`src/sv/linked_list_queue_engine_core_assert.svh`:
```
// Assertion macros used by the queue engine datapath.
// Each macro expects signals named clk and rst in the scope where it is used.
`ifndef LINKED_LIST_QUEUE_ENGINE_CORE_ASSERT_SVH
`define LINKED_LIST_QUEUE_ENGINE_CORE_ASSERT_SVH

// The consequent must hold in the same cycle as the antecedent.
`define LLQE_ASSERT_SAME(label, ante, cons, msg) \
  label: assert property (@(posedge clk) disable iff (rst) (ante) |-> (cons)) \
    else $error(msg);

// The consequent must hold in the cycle after the antecedent.
`define LLQE_ASSERT_NEXT(label, ante, cons, msg) \
  label: assert property (@(posedge clk) disable iff (rst) (ante) |=> (cons)) \
    else $error(msg);

`endif

```
`src/sv/llqe_pkg.sv`:
```
package llqe_pkg;

  localparam int ELEM_W     = 4;
  localparam int ELEM_RANGE = 1 << ELEM_W;
  localparam int LEN_W      = 5;

  typedef enum logic {
    MODE_APPEND = 1'b0,
    MODE_REMOVE = 1'b1
  } mode_t;

  typedef enum logic [1:0] {
    STAT_OK      = 2'd0,
    STAT_DUP     = 2'd1,
    STAT_MISSING = 2'd2
  } status_t;

  typedef enum logic [1:0] {
    S_IDLE,
    S_LINK,
    S_COMMIT
  } ctrl_state_t;

  // Commands from the controller to the datapath.
  typedef struct packed {
    logic load;
    logic phase1;
    logic commit;
  } llqe_ctrl_t;

  // Status from the datapath to the controller.
  typedef struct packed {
    logic out_busy;
  } llqe_stat_t;

endpackage

```
`src/sv/llqe_cmd_if.sv`:
```
interface llqe_cmd_if;
  logic       valid;
  logic       ready;
  logic       mode;
  logic [3:0] element_index;

  modport source (output valid, output mode, output element_index, input ready);
  modport sink (input valid, input mode, input element_index, output ready);
endinterface

```
`src/sv/llqe_rsp_if.sv`:
```
interface llqe_rsp_if;
  logic       valid;
  logic       ready;
  logic [1:0] status;
  logic [4:0] queue_length;
  logic [3:0] head_slot;
  logic       head_valid;

  modport source (
    output valid, output status, output queue_length, output head_slot,
    output head_valid, input ready
  );
  modport sink (
    input valid, input status, input queue_length, input head_slot,
    input head_valid, output ready
  );
endinterface

```
`src/sv/linked_list_queue_engine_core.sv`:
```
// Queue engine over a pool of element slots kept as a circular doubly linked
// list. Each command item appends an element at the tail or removes a named
// element from anywhere in the queue, and yields one result item with the
// status, the new queue length and the head slot. A command has a link step
// and a commit step: the first writes the tail splice of an append or reads
// both links of the slot being removed, the second writes the remaining
// links and commits. Each link memory has a single write port. Commands
// issue back to back while results are taken; a result not yet taken holds
// the engine in its commit step. Slots past index 15 are unreachable, so at
// most 16 slots are built. Link memories need no clearing after reset; the
// block accepts commands in the cycle after reset drops.
module linked_list_queue_engine_core #(
  parameter int NUM_SLOTS = 16
) (
  input logic        clk,
  input logic        rst,
  llqe_cmd_if.sink   in_ch,
  llqe_rsp_if.source out_ch
);

  import llqe_pkg::*;

  llqe_ctrl_t ctrl;
  llqe_stat_t stat;

  llqe_ctrl u_ctrl (
    .clk      (clk),
    .rst      (rst),
    .in_valid (in_ch.valid),
    .in_ready (in_ch.ready),
    .ctrl     (ctrl),
    .stat     (stat)
  );

  llqe_datapath #(.NUM_SLOTS(NUM_SLOTS)) u_datapath (
    .clk              (clk),
    .rst              (rst),
    .ctrl             (ctrl),
    .stat             (stat),
    .in_mode          (in_ch.mode),
    .in_element_index (in_ch.element_index),
    .out_valid        (out_ch.valid),
    .out_ready        (out_ch.ready),
    .out_status       (out_ch.status),
    .out_queue_length (out_ch.queue_length),
    .out_head_slot    (out_ch.head_slot),
    .out_head_valid   (out_ch.head_valid)
  );

endmodule

```
`src/sv/llqe_ram.sv`:
```
module llqe_ram #(
  parameter int WIDTH = 4,
  parameter int DEPTH = 16
) (
  input  logic                     clk,
  input  logic                     wr_en,
  input  logic [$clog2(DEPTH)-1:0] wr_addr,
  input  logic [WIDTH-1:0]         wr_data,
  input  logic                     rd_en,
  input  logic [$clog2(DEPTH)-1:0] rd_addr,
  output logic [WIDTH-1:0]         rd_data
);

  logic [WIDTH-1:0] mem [DEPTH];

  always_ff @(posedge clk) begin
    if (wr_en) begin
      mem[wr_addr] <= wr_data;
    end
    if (rd_en) begin
      rd_data <= mem[rd_addr];
    end
  end

endmodule

```
`src/sv/llqe_ctrl.sv`:
```
module llqe_ctrl (
  input  logic               clk,
  input  logic               rst,
  input  logic               in_valid,
  output logic               in_ready,
  output llqe_pkg::llqe_ctrl_t ctrl,
  input  llqe_pkg::llqe_stat_t stat
);

  import llqe_pkg::*;

  ctrl_state_t state, state_next;

  always_ff @(posedge clk) begin
    if (rst) begin
      state <= S_IDLE;
    end else begin
      state <= state_next;
    end
  end

  always_comb begin
    state_next = state;
    ctrl       = '0;
    in_ready   = 1'b0;
    unique case (state)
      S_IDLE: begin
        in_ready = 1'b1;
        if (in_valid) begin
          ctrl.load  = 1'b1;
          state_next = S_LINK;
        end
      end
      S_LINK: begin
        ctrl.phase1 = 1'b1;
        state_next  = S_COMMIT;
      end
      S_COMMIT: begin
        // Hold here until the result register can take the item.
        if (!stat.out_busy) begin
          ctrl.commit = 1'b1;
          in_ready    = 1'b1;
          if (in_valid) begin
            ctrl.load  = 1'b1;
            state_next = S_LINK;
          end else begin
            state_next = S_IDLE;
          end
        end
      end
      default: begin
        state_next = S_IDLE;
      end
    endcase
    // No item is taken while reset is held.
    if (rst) begin
      in_ready = 1'b0;
      ctrl     = '0;
    end
  end

endmodule

```
`src/sv/llqe_datapath.sv`:
```
`include "linked_list_queue_engine_core_assert.svh"

module llqe_datapath #(
  parameter int NUM_SLOTS = 16
) (
  input  logic                 clk,
  input  logic                 rst,
  input  llqe_pkg::llqe_ctrl_t ctrl,
  output llqe_pkg::llqe_stat_t stat,
  input  logic                 in_mode,
  input  logic [3:0]           in_element_index,
  output logic                 out_valid,
  input  logic                 out_ready,
  output logic [1:0]           out_status,
  output logic [4:0]           out_queue_length,
  output logic [3:0]           out_head_slot,
  output logic                 out_head_valid
);

  import llqe_pkg::*;

  // Slots past the reach of the element index can never be queued.
  localparam int POOL = (NUM_SLOTS < ELEM_RANGE) ? NUM_SLOTS : ELEM_RANGE;
  localparam int IW   = $clog2(POOL);
  localparam int CW   = $clog2(POOL + 1);

  mode_t             mode;
  logic [ELEM_W-1:0] elem;
  logic [POOL-1:0]   flags, flags_next;
  logic [IW-1:0]     head, head_next;
  logic [IW-1:0]     tail, tail_next;
  logic [CW-1:0]     count, count_next;

  logic [31:0]   elem_ext;
  logic [IW-1:0] slot;
  logic          in_range;
  logic          member;
  logic          count_zero;
  logic          count_one;
  status_t       status;
  logic          do_append;
  logic          do_remove;

  logic          nx_we, pv_we, rd_en;
  logic [IW-1:0] nx_wa, nx_wd, pv_wa, pv_wd;
  logic [IW-1:0] next_rd, prev_rd;

  always_ff @(posedge clk) begin
    if (ctrl.load) begin
      mode <= mode_t'(in_mode);
      elem <= in_element_index;
    end
  end

  assign elem_ext   = 32'(elem);
  assign slot       = elem_ext[IW-1:0];
  assign in_range   = elem_ext < 32'(POOL);
  assign member     = in_range && flags[slot];
  assign count_zero = (count == '0);
  assign count_one  = (count == CW'(1));

  always_comb begin
    if (!in_range) begin
      status = STAT_MISSING;
    end else if (mode == MODE_APPEND) begin
      status = member ? STAT_DUP : STAT_OK;
    end else begin
      status = member ? STAT_OK : STAT_MISSING;
    end
  end

  assign do_append = (status == STAT_OK) && (mode == MODE_APPEND);
  assign do_remove = (status == STAT_OK) && (mode == MODE_REMOVE);

  // Link writes: the first step splices the new slot behind the tail,
  // the commit step closes the ring back to the head. A removal reads
  // both links of the slot first and bridges its neighbors at commit.
  always_comb begin
    nx_we = 1'b0;
    pv_we = 1'b0;
    rd_en = 1'b0;
    nx_wa = slot;
    nx_wd = slot;
    pv_wa = slot;
    pv_wd = slot;
    if (ctrl.phase1) begin
      if (do_append) begin
        nx_we = 1'b1;
        pv_we = 1'b1;
        if (!count_zero) begin
          nx_wa = tail;
          pv_wd = tail;
        end
      end
      if (do_remove) begin
        rd_en = 1'b1;
      end
    end
    if (ctrl.commit) begin
      if (do_append && !count_zero) begin
        nx_we = 1'b1;
        pv_we = 1'b1;
        nx_wd = head;
        pv_wa = head;
      end
      if (do_remove && !count_one) begin
        nx_we = 1'b1;
        pv_we = 1'b1;
        nx_wa = prev_rd;
        nx_wd = next_rd;
        pv_wa = next_rd;
        pv_wd = prev_rd;
      end
    end
  end

  llqe_ram #(.WIDTH(IW), .DEPTH(POOL)) u_next_ram (
    .clk     (clk),
    .wr_en   (nx_we),
    .wr_addr (nx_wa),
    .wr_data (nx_wd),
    .rd_en   (rd_en),
    .rd_addr (slot),
    .rd_data (next_rd)
  );

  llqe_ram #(.WIDTH(IW), .DEPTH(POOL)) u_prev_ram (
    .clk     (clk),
    .wr_en   (pv_we),
    .wr_addr (pv_wa),
    .wr_data (pv_wd),
    .rd_en   (rd_en),
    .rd_addr (slot),
    .rd_data (prev_rd)
  );

  always_comb begin
    flags_next = flags;
    count_next = count;
    head_next  = head;
    tail_next  = tail;
    if (do_append) begin
      flags_next[slot] = 1'b1;
      count_next       = count + CW'(1);
      tail_next        = slot;
      if (count_zero) begin
        head_next = slot;
      end
    end
    if (do_remove) begin
      flags_next[slot] = 1'b0;
      count_next       = count - CW'(1);
      // Removing the only element leaves head and tail as they were.
      if (!count_one) begin
        if (slot == head) begin
          head_next = next_rd;
        end
        if (slot == tail) begin
          tail_next = prev_rd;
        end
      end
    end
  end

  always_ff @(posedge clk) begin
    if (rst) begin
      flags <= '0;
      count <= '0;
      head  <= '0;
      tail  <= '0;
    end else if (ctrl.commit) begin
      flags <= flags_next;
      count <= count_next;
      head  <= head_next;
      tail  <= tail_next;
    end
  end

  always_ff @(posedge clk) begin
    if (rst) begin
      out_valid <= 1'b0;
    end else if (ctrl.commit) begin
      out_valid <= 1'b1;
    end else if (out_ready) begin
      out_valid <= 1'b0;
    end
  end

  always_ff @(posedge clk) begin
    if (ctrl.commit) begin
      out_status       <= status;
      out_queue_length <= LEN_W'(count_next);
      out_head_slot    <= (count_next != '0) ? ELEM_W'(head_next) : '0;
      out_head_valid   <= (count_next != '0);
    end
  end

  assign stat.out_busy = out_valid && !out_ready;

  `LLQE_ASSERT_SAME(a_count_matches_flags, 1'b1, ($countones(flags) == int'(count)),
                    "queue count differs from number of member flags")
  `LLQE_ASSERT_SAME(a_head_is_member, (count != '0), flags[head],
                    "head slot of a nonempty queue is not a member")
  `LLQE_ASSERT_SAME(a_tail_is_member, (count != '0), flags[tail],
                    "tail slot of a nonempty queue is not a member")
  `LLQE_ASSERT_SAME(a_commit_not_stalled, ctrl.commit, !(out_valid && !out_ready),
                    "result committed over an item still waiting")

endmodule

```
`src/flat_wrapper.sv`:
```
// flat-port wrapper written by rule: the top's interface ports become plain ports
module linked_list_queue_engine_core_flat import llqe_pkg::*;
#(
  parameter int NUM_SLOTS = 16
)
  (clk, rst, in_ch_valid, in_ch_mode, in_ch_element_index, in_ch_ready, out_ch_valid, out_ch_status, out_ch_queue_length, out_ch_head_slot, out_ch_head_valid, out_ch_ready);
  llqe_cmd_if in_ch_i ();
  llqe_rsp_if out_ch_i ();
  input logic clk;
  input logic rst;
  input wire logic [$bits(in_ch_i.valid)-1:0] in_ch_valid;
  input wire logic [$bits(in_ch_i.mode)-1:0] in_ch_mode;
  input wire logic [$bits(in_ch_i.element_index)-1:0] in_ch_element_index;
  output wire logic [$bits(in_ch_i.ready)-1:0] in_ch_ready;
  output wire logic [$bits(out_ch_i.valid)-1:0] out_ch_valid;
  output wire logic [$bits(out_ch_i.status)-1:0] out_ch_status;
  output wire logic [$bits(out_ch_i.queue_length)-1:0] out_ch_queue_length;
  output wire logic [$bits(out_ch_i.head_slot)-1:0] out_ch_head_slot;
  output wire logic [$bits(out_ch_i.head_valid)-1:0] out_ch_head_valid;
  input wire logic [$bits(out_ch_i.ready)-1:0] out_ch_ready;
  assign in_ch_i.valid = in_ch_valid;
  assign in_ch_i.mode = in_ch_mode;
  assign in_ch_i.element_index = in_ch_element_index;
  assign in_ch_ready = in_ch_i.ready;
  assign out_ch_valid = out_ch_i.valid;
  assign out_ch_status = out_ch_i.status;
  assign out_ch_queue_length = out_ch_i.queue_length;
  assign out_ch_head_slot = out_ch_i.head_slot;
  assign out_ch_head_valid = out_ch_i.head_valid;
  assign out_ch_i.ready = out_ch_ready;
  linked_list_queue_engine_core #(.NUM_SLOTS(NUM_SLOTS)) u_core (.clk(clk), .rst(rst), .in_ch(in_ch_i), .out_ch(out_ch_i));
endmodule
```
`config.mk`:
```
export PLATFORM = sky130hd
export DESIGN_NAME = linked_list_queue_engine_core_flat
export DESIGN_NICKNAME = d
export VERILOG_FILES = /design/src/sv/llqe_pkg.sv /design/src/sv/llqe_cmd_if.sv /design/src/sv/llqe_rsp_if.sv /design/src/sv/linked_list_queue_engine_core.sv /design/src/sv/llqe_ram.sv /design/src/sv/llqe_ctrl.sv /design/src/sv/llqe_datapath.sv /design/src/flat_wrapper.sv
export VERILOG_INCLUDE_DIRS = /design/src /design/src/sv
export SDC_FILE = /design/constraint.sdc
export NUM_CORES = 1
export LEC_CHECK = 0
export ABC_AREA = 1
export BUFFER_PORTS_ARGS = -buffer_cell sky130_fd_sc_hd__clkbuf_2
export CAP_MARGIN = 10
export CORE_UTILIZATION = 59
export DETAILED_ROUTE_END_ITERATION = 16
export MAX_ROUTING_LAYER = met4
export PLACE_DENSITY = 0.87
export SLEW_MARGIN = 25
export SYNTH_ARGS = -nofsm -noshare
export SYNTH_HDL_FRONTEND = slang
export SYNTH_SLANG_ARGS = --single-unit
export TNS_END_PERCENT = 50
```
`constraint.sdc`:
```
create_clock -name clk -period 7.8 [get_ports clk]
set_input_delay 0 -clock clk [delete_from_list [all_inputs] [get_ports clk]]
set_output_delay 0 -clock clk [all_outputs]
set_load 0.05 [all_outputs]
```
==> results.sh <==
export IMPL_grt_pass1_wl_mm=30.2
export IMPL_required_ns=7.90
export IMPL_numClockSinks=185
export IMPL_post_place_ws_ns=3.79
export IMPL_h_tree_depth=4
export IMPL_rrSetupSlack_ns=3.70
export IMPL_clk_latency_ns=0.44
export IMPL_syn_area_um2=8350
export IMPL_die_h_um=121
export IMPL_cts_buffer_depth=2
export IMPL_r2r_start="u_core.u_datapath.out_valid"
export IMPL_final_area_um2=9190
export IMPL_placed_area_um2=8540
export IMPL_io_pins=23
export IMPL_nets=797
export IMPL_cp_slowest_cell="nor2_4"
export IMPL_drv_slew=0
export IMPL_powerDensity_nw_per_um2=224
export IMPL_hp_class="in -> reg"
export IMPL_ff_latch_area_um2=5240
export IMPL_drt_iter0_markers=594
export IMPL_ys_async_sr_fraction=0
export IMPL_synthTopCellsByArea="edfxtp_1 (55%), dfxtp_1 (7.7%), a22oi_1 (5.8%)"
export IMPL_routabilityCongestion=0.898
export IMPL_insertedDiodeCount=0
export IMPL_max_slew_margin=0.345
export IMPL_finalHoldViolCount=0
export IMPL_clkSlewWorstSetupHoldPaths_ns=0.07
export IMPL_min_from="rst"
export IMPL_cts_tree="done"
export IMPL_arrival_ns=4.20
export IMPL_final_setup_tns_ns=0
export IMPL_min_to="u_core.u_datapath.tail[0]"
export IMPL_syn_inst=768
export IMPL_crit_path_cell_trace="inv_1, nor2_1, inv_2, nand3_2, nor2_4, inv_1, nand2_1, o21ai_0, nor2_2, nand2_1, nor2_1"
export IMPL_seq_area_frac_synth=0.627
export IMPL_cap_violations=0
export IMPL_place_hpwl_mm=12.0
export IMPL_setup_worst_path_class="reg -> reg"
export IMPL_drive_above_1_share=0.130
export IMPL_timing_final_crit_share=0.525
export IMPL_core_area_um2=13800
export IMPL_worst_slack_ns=3.70
export IMPL_grt_max_degree=40
export IMPL_max_freq_mhz=244
export IMPL_cp_end_kind="flop"
export IMPL_skew_ns=0.00894
export IMPL_yosys_warnings=0
export IMPL_min_period_ns=4.10
export IMPL_max_slew_worst_pin_slew_ns=0.981
export IMPL_cts_repair_resize_count=0
export IMPL_grt_pass1_vias=5748
export IMPL_numCtsBuffers=17
export IMPL_dr_pass1_iters=6
export IMPL_drc=0
export IMPL_fillers=985
export IMPL_vias_per_cell=6.13
export IMPL_wire_per_inst_um=19.7
export IMPL_ys_ff_latch=185
export IMPL_drt_total_wl_mm=19.2
export IMPL_r2r_end="u_core.u_datapath.u_prev_ram.mem[5][1]"
export IMPL_p_leak_nw=3.25
export IMPL_fp_dieArea_um2=14600
export IMPL_drt_antenna_violating_nets=0
export IMPL_rows=43
export IMPL_synth_nets=781
export IMPL_vias=5993
export IMPL_portBuffers=22
export IMPL_post_cts_buffers=0
export IMPL_setup_viol=0
export IMPL_cts_root_buf="clkbuf_16"
export IMPL_synth_area_per_cell_um2=10.9
export IMPL_synth_area_leader_cell="edfxtp_1"
export IMPL_overflow=0
export IMPL_cp_max_fo=39
export IMPL_worst_setup_path_start_kind="flop"
export IMPL_status="finished clean"
export IMPL_initial_core_util=0.604
export IMPL_die_width_um=121
export IMPL_rr_worst_depth=11
export IMPL_max_stage_delay_ns=0.80
export IMPL_rsz0062_at_grt="false"
export IMPL_antenna_found_initial=0
export IMPL_synth_top_flop_cell="edfxtp_1"
export IMPL_area_growth_pct=9.99
export IMPL_multi_input_area_um2=2650
export IMPL_track_usage=0.284
export IMPL_vdd_drop_max_mv=0.177
export IMPL_synth_cell_types=41
export IMPL_hold_depth=2
export IMPL_p_total_w=0.00206
export IMPL_synth_top_area_frac=0.550
export IMPL_synth_enable_flop_cells=153
synth_stat cells (2+ instances only):
master / n
a21oi_1: 50
a221oi_1: 15
a22oi_1: 64
buf_2: 7
buf_6: 5
clkbuf_1: 21
dfxtp_1: 32
edfxtp_1: 153
ha_1: 4
inv_1: 72
inv_2: 5
nand2_1: 109
nand2_2: 10
nand2_4: 4
nand3_1: 48
nand3_2: 7
nand3_4: 2
nand4_4: 2
nor2_1: 81
nor2_2: 4
nor2_4: 5
nor3_1: 5
o21ai_0: 26
o21ai_1: 4
o21ai_2: 3
o22ai_1: 3
or4_1: 8
xor2_1: 6
final cells by class:
class / count / area share
sequential: 185 / 0.570
multi-input combinational: 470 / 0.288
clock buffer: 20 / 0.0475
inverter: 78 / 0.0321
tap: 180 / 0.0245
timing repair buffer: 32 / 0.0221
clock inverter: 12 / 0.0154
stage by stage:
step                cells  utilization  hold slack (ns)
detailed placement    938        0.617            0.180
floorplan             768            -           0.0989
CTS                   977        0.664            0.184
global placement      938        0.617            0.178
finish                977        0.664            0.219
global route          977        0.664            0.253
worst max path at each step:
stage / slack, ns / cells after the start / startpoint / end
after CTS: 3.79 / 11 / u_core.u_datapath.out_valid / u_core.u_datapath.u_prev_ram.mem[1][1]
after detailed placement: 3.79 / 11 / u_core.u_datapath.out_valid / u_core.u_datapath.u_prev_ram.mem[1][2]
after global placement: 4.00 / 11 / u_core.u_datapath.out_valid / u_core.u_datapath.u_prev_ram.mem[5][1]
after global routing: 3.40 / 11 / u_core.u_datapath.out_valid / u_core.u_datapath.u_prev_ram.mem[1][3]
after floorplan: 5.04 / 12 / u_core.u_datapath.out_valid / u_core.u_datapath.u_prev_ram.mem[8][0]
final: 3.70 / 11 / u_core.u_datapath.out_valid / u_core.u_datapath.u_prev_ram.mem[5][1]
worst max-delay path, delay by kind of cell, from the launching register on:
kind                   cells  cell delay, ns
DFF                        1            0.32
AOI/OAI and AO/OA          1            0.13
buffers and inverters      3            0.76
and+or+nand+nor            7            2.53
state kept, by name, summed over array words and instances, names as in the netlist, 5 cells and up:
name	cells
u_core.u_datapath.count	5
u_core.u_datapath.flags	16
u_core.u_datapath.out_queue_length	5
u_core.u_datapath.u_next_ram.mem	64
u_core.u_datapath.u_prev_ram.mem	64
repair_timing:
| item | in CTS | in global routing |
|---|---|---|
| endpoints found under the setup margin | 0 | 0 |
| hold endpoints to repair | 13 | 0 |
| hold buffers | 7 | 0 |
power breakdown:
part / internal [W] / switching, W / leakage (nW)
registers: 0.00108 / 0.00000867 / 1.64
logic: 0.0000317 / 0.0000911 / 1.34
clock network: 0.000476 / 0.000375 / 0.271
routing by layer:
layer	up-vias	GRT usage	wire length, µm
met3	58	0.0592	1800
met5	-	-	0
met1	2798	0.352	7500
li1	2770	-	-
met4	0	0.143	616
met2	367	0.445	9300
logic make-up (layout without fill, tap and decap cells):
group,count (synthesis),count (layout),synth area share
simple gates,287,287,0.168
flops,185,185,0.627
compound gates,173,173,0.136
buf+inv,113,142,0.0571
xor+xnor,6,6,0.00629
fa+ha+maj,4,4,0.00599
layout by cell type, fill, tap and decap left out, drive strengths merged:
| cell | instances |
|---|---|
| buf | 3 |
| nand2 | 123 |
| o21ai | 33 |
| clkbuf | 42 |
| a21oi | 50 |
| o21a | 1 |
| dlygate4sd3 | 7 |
| nand4 | 2 |
| nand3 | 57 |
| clkinvlp | 3 |
| clkinv | 4 |
| a22oi | 64 |
| bufinv | 2 |
| or4 | 8 |
| a21boi | 2 |
| o31ai | 1 |
| nor2 | 91 |
| xor2 | 6 |
| nor4 | 1 |
| a221oi | 15 |
| ha | 4 |
| a31oi | 1 |
| nor3 | 5 |
| inv | 81 |
| edfxtp | 153 |
| o22ai | 4 |
| dfxtp | 32 |
| o211ai | 1 |
| o221ai | 1 |
Note: power is estimated with default switching activity, not from simulation.
